## src/rtl/core/swm_pkg.sv

```systemverilog
package swm_pkg;

  localparam int CFG_WIDTH    = 7;
  localparam int WINDOW_RESET = 3;

  typedef struct packed {
    logic clr;
    logic ins;
    logic del;
  } cell_op_t;

endpackage

```

## src/rtl/core/swm_cell.sv

```systemverilog
module swm_cell #(
  parameter int SAMPLE_WIDTH = 32
) (
  input  logic                           clk,
  input  logic                           rst,
  input  swm_pkg::cell_op_t              op,
  input  logic signed [SAMPLE_WIDTH-1:0] sample,
  input  logic signed [SAMPLE_WIDTH-1:0] old_value,
  input  logic signed [SAMPLE_WIDTH-1:0] left_value,
  input  logic                           left_valid,
  input  logic                           left_le,
  input  logic signed [SAMPLE_WIDTH-1:0] right_value,
  input  logic                           right_valid,
  output logic signed [SAMPLE_WIDTH-1:0] value,
  output logic                           valid,
  output logic                           le
);
  import swm_pkg::*;

  logic ge;

  assign le = valid && (value <= sample);
  assign ge = valid && (value >= old_value);

  always_ff @(posedge clk) begin
    if (rst || op.clr) begin
      valid <= 1'b0;
    end else if (op.ins && !le) begin
      valid <= left_valid;
    end else if (op.del && ge) begin
      valid <= right_valid;
    end
  end

  // insert: take the new sample at the slot, shift the larger tail right; delete: take the right neighbor's value
  always_ff @(posedge clk) begin
    if (op.ins && !le) begin
      value <= left_le ? sample : left_value;
    end else if (op.del && ge) begin
      value <= right_value;
    end
  end

endmodule

```

## config.mk

```make
export PLATFORM = sky130hd
export DESIGN_NAME = swm_cell
export DESIGN_NICKNAME = d
export VERILOG_FILES = /design/src/rtl/core/swm_pkg.sv /design/src/rtl/core/swm_cell.sv
export SDC_FILE = /design/constraint.sdc
export NUM_CORES = 1
export LEC_CHECK = 0
export ABC_CLOCK_PERIOD_IN_PS = 4650
export BUFFER_PORTS_ARGS = -buffer_cell sky130_fd_sc_hd__buf_4
export CORE_MARGIN = 8
export CORE_UTILIZATION = 48
export DETAILED_ROUTE_END_ITERATION = 10
export PLACE_DENSITY = 0.82
export SLEW_MARGIN = 20
export SYNTH_ARGS = -nofsm -noshare
export SYNTH_HDL_FRONTEND = slang
export SYNTH_SLANG_ARGS = --single-unit
```

## constraint.sdc

```tcl
create_clock -name clk -period 4.65 [get_ports clk]
set_input_delay 0.6975 -clock clk [delete_from_list [all_inputs] [get_ports clk]]
set_output_delay 0.6975 -clock clk [all_outputs]
set_load 0.02 [all_outputs]
```

==> flow_metrics.py, run 1 <==
metrics = {
    "timing": {
        "timing.final.ws_setup_ps": 1090,
        "finalSetupTns_ps": 0,
        "setup_viol": 0,
        "worstMarginPinSlew_ps": 543,
        "finalMaxSlewViolations": 0,
        "fmax_mhz": 281,
        "timing.final.crit_share_pct": 76.6,
        "clock_skew_ps": 8.23,
        "layout_min_cycle_time_ps": 3560,
        "finalHoldViolations": 0,
        "slew_headroom_pct": 63.5,
        "rsz0062_at_grt": "no",
    },
    "critical_path": {
        "critPathTopFamily": "simple AND/OR/NAND/NOR gates",
        "required_ps": 4640,
        "cp.arrival_ps": 3550,
        "cp_slowest_cell": "or4_4",
        "slowest_delay_ps": 540,
        "start_kind": "primary input",
        "cp-end-kind": "flop",
        "path_cells": "buf_4, inv_1, ha_1, nand4_2, or4_4, a21o_1, o211ai_1, a21oi_2, xor2_1, a31o_2, buf_4, nand2b_2, buf_12",
        "critical_path_class": "primary input to flop",
        "crit_top_cell": "buf_4",
        "path_max_fanout": 20,
        "crit_buf_inv": 4,
    },
    "status": {
        "outcome": "completed",
    },
    "clock_tree": {
        "cts_max_level": 2,
        "clockRootBuffer": "clkbuf_8",
        "cts_max_path_buffers": 2,
        "cts_sinks": 33,
        "cts_tree": "done",
        "clk_latency_ps": 290,
        "cts_buffers": 5,
        "clk_pin_slew_ps": 70,
        "cts_setup_buffers": 0,
        "cts_hold_buf": 0,
        "cts_resized": 0,
    },
    "final_layout": {
        "diodes": 0,
        "design_area_um2": 5010,
        "drive_gt1_share_pct": 48.5,
        "seq_area_um2": 981,
        "fillers": 569,
        "area_growth_pct": 39.8,
        "nNetsFinal": 714,
        "finalNonFillerCells": 614,
        "multiInputGateArea_um2": 2280,
    },
    "synthesis": {
        "yosysTopAreaCell": "edfxtp_1",
        "synth-simple-area-share_pct": 8.62,
        "synth_top_family_by_area": "multiplexers",
        "synth_ff_type": "edfxtp_1",
        "async_flop_share_pct": 0,
        "synth_cell_types": 39,
        "yosysSeqAreaShare_pct": 27.4,
        "synth-edff-count": 32,
        "synth_fa_ha_area_share_pct": 22.3,
        "yosys.area.top_type_share_pct": 26.8,
        "syn_area_per_cell_um2": 10.4,
        "muxShareOfSynthArea_pct": 23.1,
        "synth_area_um2": 3580,
        "synth-compound-area-share_pct": 9.15,
        "synth_nets": 543,
        "yosys_warnings": 0,
        "synthCells": 343,
        "synthTopCellsByArea": "edfxtp_1, ha_1, mux2_4",
        "ys_ff_latch": 33,
        "synth_xor_xnor_area_share_pct": 0.244,
    },
    "placement": {
        "placed_cell_area_um2": 4930,
        "routabilityCongestion": 0.915,
        "dp_slack_ps": 796,
        "hpwl_um": 9760,
        "dp.cells": 606,
        "portBuffers": 169,
    },
    "global_route": {
        "grt_pass1_wl_um": 17200,
        "grt_pass1_vias": 3557,
        "grt_use_total_pct": 21.2,
        "globalRouteOverflowTotal": 0,
        "antenna_found_initial": 0,
        "grt_max_degree": 33,
    },
    "drt": {
        "viasPerCell": 5.23,
        "wl_per_cell_um": 18.4,
        "ant_nets": 0,
        "finalWirelength_um": 11300,
        "vias": 3213,
        "first_pass_iters": 6,
        "drc": 0,
        "dr.first_iter.drc_count": 116,
    },
    "power": {
        "power_density_nw_per_um2": 307,
        "power.leakage_nw": 2.62,
        "p_comb_share_pct": 54.2,
        "vdd_drop_max_mv": 0.214,
        "p_int_mw": 0.944,
        "p_sw_mw": 0.594,
        "switching_share_pct": 38.6,
        "fin_total_pwr_mw": 1.54,
        "power_frac_seq_pct": 32.1,
        "p_clk_share_pct": 13.7,
    },
    "min_path": {
        "hold_path_class": "primary input to flop",
    },
    "die": {
        "die_w_um": 102,
        "core_um2": 7250,
        "rows": 31,
        "die_area_um2": 10500,
        "ios": 170,
        "die_h_um": 102,
        "start_util_pct": 49.4,
    },
    "flow_run": {
        "cap_violations": 0,
    },
}
power by group through the flow:
stage / combinational (mW) / sequential (mW) / clock, mW
floorplan: 0.449 / 0.564 / 0
global placement: 0.799 / 0.494 / 0
detailed placement: 0.832 / 0.499 / 0
CTS: 0.835 / 0.493 / 0.212
global route: 0.915 / 0.501 / 0.224
finish: 0.833 / 0.493 / 0.211
Yosys cell counts (4+ instances only):
master / instances
a21o_1: 4
nand3_1: 5
o21ai_0: 7
a21oi_1: 23
mux2_4: 29
mux2_2: 35
edfxtp_1: 32
a221oi_1: 4
clkbuf_1: 4
ha_1: 64
nand2_1: 13
nand4_1: 15
nor2_1: 9
inv_1: 64
layer usage:
metal	vias to the layer above	GRT usage [%]	routed length (um)
met5	-	0	0
met2	101	42.4	6230
met4	0	6.66	189
met3	15	4.43	717
met1	1508	21.0	4150
li1	1589	-	-
state kept, by name (all words and copies together), names as in the netlist:
| register | cells |
|---|---|
| value | 32 |
| valid | 1 |
final timing paths:
path	start	endpoint	slack [ps]	depth (start not counted)
max	sample[14]	value[31]$_DFFE_PP_	1090	13
min	right_valid	valid$_SDFFE_PP0P_	670	2
max reg2reg	value[11]$_DFFE_PP_	value[31]$_DFFE_PP_	1110	11
min reg2reg	valid$_SDFFE_PP0P_	valid$_SDFFE_PP0P_	680	2
kinds of logic (layout without fill, tap and decap cells):
| logic type | after synthesis | count (layout) |
|---|---|---|
| buffers and inverters | 72 | 244 |
| multiplexers | 64 | 64 |
| AND/OR/NAND/NOR | 57 | 57 |
| adder cells (fa/ha/maj) | 64 | 64 |
| XOR/XNOR | 1 | 1 |
| AO/OA/AOI/OAI | 52 | 52 |
| flip-flops | 33 | 33 |
placed cells by master (no fill, tap or decap), types with 3 or more instances in the layout:
cell and count:
nor2b_1 3, a21oi_1 23, edfxtp_1 32, buf_4 171, nor2_1 9, mux2_4 29
ha_1 64, inv_1 64, o21ai_0 7, nand2_1 13, mux2_2 35, nand3_1 5
a221oi_1 4, clkbuf_8 5, nor3_1 3, o211ai_1 3, a21o_1 4, nand4_1 15
metrics by stage:
step,util [%],hold WS [ps]
floorplan,-,655
global placement,67.9,666
global route,69.1,693
detailed placement,67.9,661
finish,69.1,666
CTS,69.1,664
layout make-up:
cell class,count,share of cell area [%]
inverters,64,4.80
clock inverters,3,0.250
flip-flops and latches,33,19.6
clock buffers,5,1.37
multi-input cells,238,45.5
well taps,99,2.47
repair buffers,172,26.0
(Power assumes the default switching activity.)
==> inputs of run 2 (changes only) <==
--- a/config.mk
+++ b/config.mk
@@ -5,12 +5,12 @@
 export SDC_FILE = /design/constraint.sdc
 export NUM_CORES = 1
 export LEC_CHECK = 0
-export ABC_CLOCK_PERIOD_IN_PS = 4650
+export ABC_CLOCK_PERIOD_IN_PS = 3050
 export BUFFER_PORTS_ARGS = -buffer_cell sky130_fd_sc_hd__buf_4
 export CORE_MARGIN = 8
-export CORE_UTILIZATION = 48
+export CORE_UTILIZATION = 43
 export DETAILED_ROUTE_END_ITERATION = 10
-export PLACE_DENSITY = 0.82
+export PLACE_DENSITY = 0.78
 export SLEW_MARGIN = 20
 export SYNTH_ARGS = -nofsm -noshare
 export SYNTH_HDL_FRONTEND = slang
==> constraint.sdc (replaced) <==
create_clock -name clk -period 3.05 [get_ports clk]
set_input_delay 0.4575 -clock clk [delete_from_list [all_inputs] [get_ports clk]]
set_output_delay 0.4575 -clock clk [all_outputs]
set_load 0.02 [all_outputs]
==> flow_metrics.py, run 2 (synthesis results as in run 1) <==
metrics = {
    "final_layout": {
        "top_register": "value",
        "area_growth_pct": 49.7,
        "drive_gt1_share_pct": 52.1,
        "layout_common_cells": "buf_4, inv_1, ha_1",
        "finalNonFillerCells": 639,
        "biggestRegsByFlops": "value: 32 flops, valid: 1 flops",
        "fillers": 641,
        "final_util_pct": 66.0,
        "diodes": 0,
        "nNetsFinal": 733,
        "largest_reg_flops": 32,
        "final_common_cell": "buf_4",
        "design_area_um2": 5370,
    },
    "min_path": {
        "hold_path_class": "primary input to flop",
        "hold_end": "valid$_SDFFE_PP0P_",
        "worstHoldStart": "right_valid",
        "hold_depth": 2,
    },
    "clock_tree": {
        "cts_sinks": 33,
        "cts_max_level": 2,
        "clk_latency_ps": 290,
        "clockRootBuffer": "clkbuf_8",
        "cts_max_path_buffers": 2,
        "cts_hold_buf": 0,
        "clk_pin_slew_ps": 70,
        "cts_buffers": 5,
        "cts_tree": "done",
    },
    "flow_run": {
        "cap_violations": 0,
    },
    "drt": {
        "ant_nets": 0,
        "dr.first_iter.drc_count": 71,
        "vias": 3265,
        "finalWirelength_um": 11100,
        "viasPerCell": 5.11,
        "first_pass_iters": 4,
        "drc": 0,
        "wl_per_cell_um": 17.3,
    },
    "power": {
        "vdd_drop_max_mv": 0.251,
        "power.leakage_nw": 2.77,
        "power_density_nw_per_um2": 487,
        "fin_total_pwr_mw": 2.61,
    },
    "die": {
        "die_h_um": 107,
        "core_um2": 8130,
        "ios": 170,
        "die_area_um2": 11500,
        "die_w_um": 107,
        "rows": 33,
        "start_util_pct": 44.1,
    },
    "critical_path": {
        "cp-end-kind": "output port",
        "path_cells": "ha_4, nand4_4, or4_4, a21o_1, o211ai_1, a21oi_2, xor2_1, buf_4, a21boi_2, buf_4",
        "critPathTopFamily": "simple AND/OR/NAND/NOR gates",
        "start_kind": "flop",
        "rrSetupSlack_ps": 10,
        "critical_path_class": "flop to output port",
        "required_ps": 2590,
        "rr_endpoint": "value[25]$_DFFE_PP_",
        "ff2ff_path_depth": 11,
        "worst_r2r_startpoint": "value[15]$_DFFE_PP_",
        "slowest_delay_ps": 520,
        "crit_top_cell": "buf_4",
        "path_max_fanout": 3,
        "cp_slowest_cell": "or4_4",
        "crit_buf_inv": 2,
        "cp.arrival_ps": 2620,
    },
    "timing": {
        "timing.final.ws_setup_ps": -31.9,
        "setup_viol": 1,
        "rsz0062_at_grt": "yes",
        "finalMaxSlewViolations": 0,
        "finalSetupTns_ps": -31.9,
        "timing.final.crit_share_pct": 101,
        "slew_headroom_pct": 62.8,
        "worst_hold_slack_ps": 433,
        "fmax_mhz": 324,
        "worstMarginPinSlew_ps": 551,
        "layout_min_cycle_time_ps": 3080,
        "finalHoldViolations": 0,
        "clock_skew_ps": 5.69,
    },
    "placement": {
        "portBuffers": 169,
        "dp.cells": 627,
        "placed_cell_area_um2": 5190,
        "routabilityCongestion": 0.834,
        "hpwl_um": 9490,
        "dp_slack_ps": -129,
    },
    "status": {
        "violations": "setup timing",
        "outcome": "finished with violations",
    },
    "global_route": {
        "grt_pass1_wl_um": 17300,
        "grt_pass1_vias": 3728,
        "antenna_found_initial": 0,
        "globalRouteOverflowTotal": 0,
        "grt_max_degree": 33,
        "grt_use_total_pct": 18.6,
    },
}
## run 2: cell types whose count changed in the layout (fill, tap and decap cells not counted), sizes merged
cell | previous run | this run
buf | 172 | 191
bufinv | 0 | 1
clkbuf | 5 | 6
clkinv | 3 | 1
## run 2: worst register-to-register path, cell delays in order (launching register included)
cell and delay [ps]:
edfxtp_1 450, ha_4 320, nand4_4 100, or4_4 520
a21o_1 170, o211ai_1 110, a21oi_2 80, xor2_1 220
buf_4 150, a31o_4 200, buf_12 160, mux2_4 320
## run 2: layout make-up
cell class / count / area [um2] / area share (%)
clock inverter: 2 / 33.8 / 0.630
sequential: 33 / 981 / 18.3
timing repair buffer: 191 / 1510 / 28.1
inverter: 64 / 240 / 4.48
tap: 105 / 131 / 2.45
multi-input combinational: 238 / 2400 / 44.7
clock buffer: 6 / 72.6 / 1.35
## run 2: report_power, final
group	leakage [nW]	total [mW]	internal, mW	switching [mW]
sequential	0.327	0.750	0.646	0.103
combinational	2.39	1.45	0.782	0.667
clock	0.0528	0.416	0.241	0.175
## run 2: routing by layer
layer	GRT usage, %	vias up	routed length, um
met4	4.02	0	151
met1	19.5	1508	4230
met2	34.2	118	5680
met3	7.01	12	1000
met5	0	-	0
li1	-	1627	-
## run 2: worst max path at each step
stage                              startpoint                 end  slack, ps  cells past startpoint
final                     value[15]$_DFFE_PP_                  le        -30                     10
after global routing      value[15]$_DFFE_PP_                  le       -160                     10
after CTS                 value[15]$_DFFE_PP_                  le        -60                     10
after detailed placement           sample[15]  value[0]$_DFFE_PP_       -130                     12
after global placement             sample[15]  value[0]$_DFFE_PP_        -70                     12
after floorplan           value[15]$_DFFE_PP_  value[0]$_DFFE_PP_       -100                     11
## run 2: repair_timing
action / in CTS / in global routing
resized for setup: 2 / 8
pin swaps: 3 / 3
endpoints found under the setup margin: 4 / 65
buffers inserted: 1 / 3
